[src/sv/hcbd_pkg.sv]
// Package for the HTTP chunked body decoder.
// Holds parse phase codes, result kinds, error codes, the result beat type
// and the hex digit decoder. No dependencies.
package hcbd_pkg;

   localparam int SIZE_BITS_DEFAULT = 32;

   localparam logic [3:0] PH_FIRST_DIGIT  = 4'd0;
   localparam logic [3:0] PH_SIZE         = 4'd1;
   localparam logic [3:0] PH_AFTER_SIZE   = 4'd2;
   localparam logic [3:0] PH_DATA         = 4'd3;
   localparam logic [3:0] PH_AFTER_DATA   = 4'd4;
   localparam logic [3:0] PH_TRAILER      = 4'd5;
   localparam logic [3:0] PH_TRAILER_LINE = 4'd6;
   localparam logic [3:0] PH_DONE         = 4'd7;
   localparam logic [3:0] PH_FAILED       = 4'd8;

   localparam logic [1:0] KIND_PAYLOAD = 2'd0;
   localparam logic [1:0] KIND_END     = 2'd1;
   localparam logic [1:0] KIND_ERROR   = 2'd2;

   localparam logic [1:0] ERR_LENGTH   = 2'd0;
   localparam logic [1:0] ERR_NEWLINE  = 2'd1;
   localparam logic [1:0] ERR_EARLY    = 2'd2;
   localparam logic [1:0] ERR_OVERFLOW = 2'd3;

   localparam logic [7:0] CHAR_LF    = 8'h0a;
   localparam logic [7:0] CHAR_CR    = 8'h0d;
   localparam logic [7:0] CHAR_0     = 8'h30;
   localparam logic [7:0] CHAR_9     = 8'h39;
   localparam logic [7:0] CHAR_LO_A  = 8'h61;
   localparam logic [7:0] CHAR_LO_F  = 8'h66;
   localparam logic [7:0] CHAR_UP_A  = 8'h41;
   localparam logic [7:0] CHAR_UP_F  = 8'h46;
   localparam logic [7:0] HEX_TEN    = 8'h0a;

   typedef struct packed {
      logic       valid;
      logic [1:0] kind;
      logic [7:0] data;
      logic [1:0] code;
   } result_type;

   // {is_hex, value}
   function automatic logic [4:0] hex_decode(input logic [7:0] c);
      logic [7:0] v;
      v = 8'd0;
      if (c >= CHAR_0 && c <= CHAR_9) begin
         v = c - CHAR_0;
         return {1'b1, v[3:0]};
      end
      if (c >= CHAR_LO_A && c <= CHAR_LO_F) begin
         v = c - CHAR_LO_A + HEX_TEN;
         return {1'b1, v[3:0]};
      end
      if (c >= CHAR_UP_A && c <= CHAR_UP_F) begin
         v = c - CHAR_UP_A + HEX_TEN;
         return {1'b1, v[3:0]};
      end
      return 5'd0;
   endfunction

endpackage

[src/sv/hcbd_step.sv]
// Per-byte parse step of the chunked body decoder: next phase, next size
// count and the result beat for one input byte. Uses hcbd_pkg.
module hcbd_step #(
   parameter int SIZE_BITS = hcbd_pkg::SIZE_BITS_DEFAULT
) (
   input  logic [3:0]           phase,
   input  logic [SIZE_BITS-1:0] bytes_left,
   input  logic [7:0]           in_byte,
   input  logic                 upstream_end,
   output logic [3:0]           phase_next,
   output logic [SIZE_BITS-1:0] bytes_left_next,
   output hcbd_pkg::result_type result
);

   logic [4:0]           hex;
   logic [SIZE_BITS-1:0] acc;

   always_comb begin
      hex             = hcbd_pkg::hex_decode(in_byte);
      acc             = (phase == hcbd_pkg::PH_FIRST_DIGIT) ? '0 : bytes_left;
      phase_next      = phase;
      bytes_left_next = bytes_left;
      result          = '0;

      if (phase == hcbd_pkg::PH_DONE || phase == hcbd_pkg::PH_FAILED) begin
         phase_next = phase;
      end else if (phase > hcbd_pkg::PH_FAILED) begin
         phase_next = hcbd_pkg::PH_FAILED;
      end else if (upstream_end) begin
         phase_next  = hcbd_pkg::PH_FAILED;
         result.valid = 1'b1;
         result.kind  = hcbd_pkg::KIND_ERROR;
         result.code  = hcbd_pkg::ERR_EARLY;
      end else begin
         unique case (phase) inside
            hcbd_pkg::PH_FIRST_DIGIT, hcbd_pkg::PH_SIZE: begin
               if (!hex[4]) begin
                  if (phase == hcbd_pkg::PH_SIZE) begin
                     phase_next = hcbd_pkg::PH_AFTER_SIZE;
                  end else begin
                     phase_next   = hcbd_pkg::PH_FAILED;
                     result.valid = 1'b1;
                     result.kind  = hcbd_pkg::KIND_ERROR;
                     result.code  = hcbd_pkg::ERR_LENGTH;
                  end
               end else if (acc[SIZE_BITS-1 -: 4] != 4'd0) begin
                  phase_next   = hcbd_pkg::PH_FAILED;
                  result.valid = 1'b1;
                  result.kind  = hcbd_pkg::KIND_ERROR;
                  result.code  = hcbd_pkg::ERR_OVERFLOW;
               end else begin
                  phase_next      = hcbd_pkg::PH_SIZE;
                  bytes_left_next = {acc[SIZE_BITS-5:0], hex[3:0]};
               end
            end
            hcbd_pkg::PH_AFTER_SIZE: begin
               if (in_byte == hcbd_pkg::CHAR_LF) begin
                  phase_next = (bytes_left == '0) ? hcbd_pkg::PH_TRAILER
                                                  : hcbd_pkg::PH_DATA;
               end
            end
            hcbd_pkg::PH_DATA: begin
               bytes_left_next = bytes_left - 1'b1;
               if (bytes_left_next == '0) begin
                  phase_next = hcbd_pkg::PH_AFTER_DATA;
               end
               result.valid = 1'b1;
               result.kind  = hcbd_pkg::KIND_PAYLOAD;
               result.data  = in_byte;
            end
            hcbd_pkg::PH_AFTER_DATA: begin
               if (in_byte == hcbd_pkg::CHAR_LF) begin
                  phase_next = hcbd_pkg::PH_FIRST_DIGIT;
               end else if (in_byte != hcbd_pkg::CHAR_CR) begin
                  phase_next   = hcbd_pkg::PH_FAILED;
                  result.valid = 1'b1;
                  result.kind  = hcbd_pkg::KIND_ERROR;
                  result.code  = hcbd_pkg::ERR_NEWLINE;
               end
            end
            hcbd_pkg::PH_TRAILER: begin
               if (in_byte == hcbd_pkg::CHAR_LF) begin
                  phase_next   = hcbd_pkg::PH_DONE;
                  result.valid = 1'b1;
                  result.kind  = hcbd_pkg::KIND_END;
               end else if (in_byte != hcbd_pkg::CHAR_CR) begin
                  phase_next = hcbd_pkg::PH_TRAILER_LINE;
               end
            end
            hcbd_pkg::PH_TRAILER_LINE: begin
               if (in_byte == hcbd_pkg::CHAR_LF) begin
                  phase_next = hcbd_pkg::PH_TRAILER;
               end
            end
            default: begin
               phase_next = hcbd_pkg::PH_FAILED;
            end
         endcase
      end
   end

endmodule

[src/sv/http_chunked_body_decoder.sv]
// HTTP/1.1 chunked body decoder: one raw byte per beat in, payload bytes,
// end-of-body or error beats out. Path: input register -> step -> result
// register -> rsp_valid; throughput 1 byte per cycle while rsp_stall does
// not hold a pending result. Sync active-high reset returns to "expect size
// digit" with a zero count; after end of body or an error all input is
// dropped until reset. Uses hcbd_pkg and hcbd_step.
module http_chunked_body_decoder #(
   parameter int SIZE_BITS = hcbd_pkg::SIZE_BITS_DEFAULT
) (
   input  logic       clock,
   input  logic       reset,
   input  logic       req_valid,
   output logic       req_stall,
   input  logic [7:0] req_in_byte,
   input  logic       req_upstream_end,
   output logic       rsp_valid,
   input  logic       rsp_stall,
   output logic [1:0] rsp_kind,
   output logic [7:0] rsp_out_byte,
   output logic [1:0] rsp_error_code
);

   logic                 in_valid_ff, in_valid_in;
   logic [7:0]           in_byte_ff;
   logic                 in_end_ff;
   logic                 rsp_valid_ff, rsp_valid_in;
   logic [1:0]           rsp_kind_ff;
   logic [7:0]           rsp_byte_ff;
   logic [1:0]           rsp_code_ff;
   logic [3:0]           phase_ff, phase_in;
   logic [SIZE_BITS-1:0] left_ff, left_in;
   logic                 out_free;
   logic                 step_fire;
   logic                 req_take;
   hcbd_pkg::result_type res;

   hcbd_step #(.SIZE_BITS(SIZE_BITS)) u_step (
      .phase           (phase_ff),
      .bytes_left      (left_ff),
      .in_byte         (in_byte_ff),
      .upstream_end    (in_end_ff),
      .phase_next      (phase_in),
      .bytes_left_next (left_in),
      .result          (res)
   );

   assign out_free     = !rsp_valid_ff || !rsp_stall;
   assign step_fire    = in_valid_ff && out_free;
   assign req_stall    = in_valid_ff && !out_free;
   assign req_take     = req_valid && !req_stall;
   assign in_valid_in  = req_take || (in_valid_ff && !out_free);
   assign rsp_valid_in = out_free ? (step_fire && res.valid) : rsp_valid_ff;

   always_ff @(posedge clock) begin
      if (reset) begin
         in_valid_ff  <= 1'b0;
         rsp_valid_ff <= 1'b0;
         phase_ff     <= hcbd_pkg::PH_FIRST_DIGIT;
         left_ff      <= '0;
      end else begin
         in_valid_ff  <= in_valid_in;
         rsp_valid_ff <= rsp_valid_in;
         if (step_fire) begin
            phase_ff <= phase_in;
            left_ff  <= left_in;
         end
      end
   end

   always_ff @(posedge clock) begin
      if (req_take) begin
         in_byte_ff <= req_in_byte;
         in_end_ff  <= req_upstream_end;
      end
      if (step_fire && res.valid) begin
         rsp_kind_ff <= res.kind;
         rsp_byte_ff <= res.data;
         rsp_code_ff <= res.code;
      end
   end

   assign rsp_valid      = rsp_valid_ff;
   assign rsp_kind       = rsp_kind_ff;
   assign rsp_out_byte   = rsp_byte_ff;
   assign rsp_error_code = rsp_code_ff;

   a_error_sticks: assert property (@(posedge clock) disable iff (reset)
      step_fire && res.valid && res.kind == hcbd_pkg::KIND_ERROR
      |=> phase_ff == hcbd_pkg::PH_FAILED)
      else $error("error beat did not park the parser");

   a_data_nonzero: assert property (@(posedge clock) disable iff (reset)
      phase_ff == hcbd_pkg::PH_DATA |-> left_ff != '0)
      else $error("data phase with zero bytes left");

   a_quiet_after_end: assert property (@(posedge clock) disable iff (reset)
      step_fire && (phase_ff == hcbd_pkg::PH_DONE || phase_ff == hcbd_pkg::PH_FAILED)
      |-> !res.valid)
      else $error("beat produced after end or error");

   a_byte_zero: assert property (@(posedge clock) disable iff (reset)
      rsp_valid_ff && rsp_kind_ff != hcbd_pkg::KIND_PAYLOAD |-> rsp_byte_ff == 8'd0)
      else $error("non-payload beat carries a byte");

endmodule

[config.mk]
export PLATFORM = sky130hd
export DESIGN_NAME = http_chunked_body_decoder
export DESIGN_NICKNAME = d
export VERILOG_FILES = /design/src/sv/hcbd_pkg.sv /design/src/sv/hcbd_step.sv /design/src/sv/http_chunked_body_decoder.sv
export SDC_FILE = /design/constraint.sdc
export NUM_CORES = 1
export LEC_CHECK = 0
export BUFFER_PORTS_ARGS = -buffer_cell sky130_fd_sc_hd__buf_2
export CAP_MARGIN = 40
export CORE_MARGIN = 5
export CORE_UTILIZATION = 56
export CTS_BUF_LIST = sky130_fd_sc_hd__clkbuf_16
export DETAILED_ROUTE_END_ITERATION = 10
export PLACE_DENSITY = 0.8
export SLEW_MARGIN = 0
export SYNTH_ARGS = -nofsm -noshare
export SYNTH_HDL_FRONTEND = slang
export SYNTH_HIERARCHICAL = 1
export SYNTH_SLANG_ARGS = --single-unit
[constraint.sdc]
create_clock -name clock -period 3.3 [get_ports clock]
set_input_delay 0.495 -clock clock [delete_from_list [all_inputs] [get_ports clock]]
set_output_delay 0.495 -clock clock [all_outputs]
set_load 0.02 [all_outputs]
==> flow_metrics.tcl <==
set metrics [dict create \
    n_antenna_cell 0 \
    numPortBuffers 26 \
    irDropWorstVdd_v 0.000295 \
    num_vias 4530 \
    synth.area.top_cells "dfxtp_1, edfxtp_1, nand2b_1" \
    synth_edf_count 21 \
    finalCriticalPeriod_ps 3080 \
    rsz0062_at_grt "no" \
    grt_pass1_wl_um 20600 \
    yosysWarnings 6 \
    drv_slew 0 \
    cts_root_buffer "clkbuf_16" \
    ctsHtreeMaxLevel 3 \
    track_usage 0.245 \
    gp_congestion 0.941 \
    ant_nets 0 \
    fin_skew_ps 5.35 \
    yosysTopAreaCellShare 0.163 \
    synth_common_cells "nand2b_1, o21ai_0, nor2_1" \
    p_per_area_mw_per_mm2 385 \
    status "finished, final reports clean" \
    numCtsBuffers 9 \
    post_dp_cell_area_mm2 0.00479 \
    drc 0 \
    ios 27 \
    cp.required_ps 3330 \
    critical_path_class "reg -> reg" \
    final_area_mm2 0.00512 \
    maxCapViolations 0 \
    max_freq_mhz 325 \
    setup_viol 0 \
    grt-busiest-layer "met2" \
    dieArea_mm2 0.0103 \
    grt_start_max_net_pins 75 \
    rows 33 \
    post-dp-hpwl_um 8060 \
    seq_area_frac_synth 0.297 \
    antenna_found_initial 0 \
    area_delta_synth_final_pct 9.52 \
    drt_iter0_drc 533 \
    drive_gt1_frac 0.147 \
    gr-total-overflow 0 \
    slew-limit-headroom 0.403 \
    cp_cell_sequence "inv_1 -> ha_1 -> o21bai_1 -> a2111o_1 -> nand2_2 -> mux2i_1 -> o41ai_2 -> a31o_2 -> a31o_2 -> nand2_1 -> a21oi_1 -> buf_4" \
    netlist_area_mm2 0.00468 \
    crit_path_max_incr_delay_ps 540 \
    cpMaxStageDelayCell "a2111o_1" \
    ys_types 73 \
    end_kind "register" \
    synth_area_per_cell_um2 8.13 \
    dr.pass1.iters 9 \
    finalHoldViolCount 0 \
    crit_path_start_kind "register" \
    grt_pass1_vias 4237 \
    cts_tree "built" \
    setup_tns_ps 0 \
    grt_use_met3 0.0503 \
    initial_core_util 0.572 \
    clock_sinks 59 \
    use_met1 0.341 \
    wl_per_cell_um 17.7 \
    path_clk_slew_ps 60 \
    die_x_um 101 \
    synth_flop_cell "dfxtp_1" \
    min_path_type "in -> reg" \
    clockBufferDepth 2 \
    coreArea_mm2 0.00818 \
    worstMarginPinSlew_ps 896 \
    cp_common_cell "a31o_2" \
    cp_data_arrival_time_ps 3110 \
    cp_max_fo 12 \
    p_total_mw 1.97 \
    routed_wl_um 12200 \
    synth-async-reset-ratio 0 \
    fin_cells 692 \
    vias_per_cell 6.55 \
    mappedNetlistNets 595 \
    dp_cells 676 \
    synth.most_common_cell "nand2b_1" \
    clk_latency_ps 330 \
    p_leak_nw 1.89 \
    finalCritPeriodShare 0.933 \
    grtUsageMet2 0.378 \
    synth_seq_cells 59 \
    syn_inst 575 \
    die_h_um 101 \
    nets 602 \
    synth_largest_area_cell "dfxtp_1" \
]
==> final cells by class <==
cell class	count	area [µm²]
Clock buffer	9	225
Fill cell	679	3050
Timing Repair Buffer	44	265
Multi-Input combinational cell	454	2960
Sequential cell	59	1390
Tap cell	105	131
Clock inverter	7	92.6
Inverter	14	52.6
==> power breakdown <==
part	leakage, nW	internal, mW	switching, mW
sequential	0.512	0.770	0.0184
clock	0.149	0.658	0.350
combinational	1.23	0.0679	0.107
total	1.89	1.50	0.476
==> worst max-delay path: cells and delay by family, from the launching register on <==
kind            cells  cell delay [ps]
fa+ha+maj           1              240
flops               1              450
buf+inv             2              370
simple gates        2              280
mux                 1              120
compound gates      6             1320
==> per-layer routing <==
metal | share of wire | vias up | wire (µm)
li1 | - | 2081 | -
met1 | 0.42 | 2102 | 5150
met2 | 0.46 | 297 | 5600
met3 | 0.099 | 50 | 1210
met4 | 0.023 | 0 | 281
met5 | 0 | - | 0
==> sequential cells by signal, summed over array words and instances (netlist names) <==
name,count
left_ff,32
phase_ff,4
in_byte_ff,8
rsp_error_code,2
rsp_kind,2
in_valid_ff,1
rsp_valid,1
in_end_ff,1
rsp_out_byte,8
==> cells by family after synthesis <==
kind of cell             count (synthesis)  share of synthesized area
AND/OR/NAND/NOR                        256                      0.319
multiplexers                            39                     0.0837
XOR/XNOR                                15                     0.0281
AO/OA/AOI/OAI                          137                      0.179
adder cells (fa/ha/maj)                  7                     0.0187
buffers and inverters                   62                     0.0736
flip-flops                              59                      0.297
==> final timing paths <==
path,from,slack (ps),depth (start not counted),endpoint
worst min-delay path,req_in_byte[4],340,1,in_byte_ff[4]
worst max-delay path,in_byte_ff[1],220,12,rsp_out_byte[2]
worst max register to register,in_byte_ff[1],220,12,rsp_out_byte[2]
worst min register to register,left_ff[23],510,2,left_ff[23]
==> cell usage in the layout (no fill, tap or decap), types with 3 or more instances in the layout <==
cell,netlist,final
buf_4,1,18
mux2i_1,38,38
nand4_1,4,4
a31oi_1,9,9
nand3_1,14,14
nand2_1,39,39
o21ai_1,7,7
xnor2_1,7,7
a22o_1,3,3
nor4b_1,3,3
ha_1,7,6
clkbuf_16,0,9
nor2_1,40,40
nor4_1,7,7
nor3_1,19,18
a22oi_1,10,10
o22ai_1,8,8
or3_1,6,6
buf_2,13,26
edfxtp_1,21,21
a21oi_1,33,33
inv_1,14,14
nor3_2,3,4
xor2_1,8,8
nor4_2,4,4
nand2b_1,76,76
or4_1,7,7
o21ai_0,41,41
o31ai_1,3,3
dfxtp_1,38,38
and3_1,7,7
==> through the flow <==
step | hold slack, ps | util | worst slack (ps)
after floorplan | 445 | - | 164
after global placement | 496 | 0.586 | 402
after detailed placement | 510 | 0.586 | 203
after CTS | 335 | 0.625 | 184
after global routing | 330 | 0.627 | 9.16
final | 337 | 0.627 | 221
==> timing repair <==
action,4_1_cts,5_1_grt
hold buffers,0,0
endpoints found under the setup margin,0,15
gates resized for setup,0,4
buffers inserted,0,0
No activity file was read; power rests on OpenSTA's default activity.
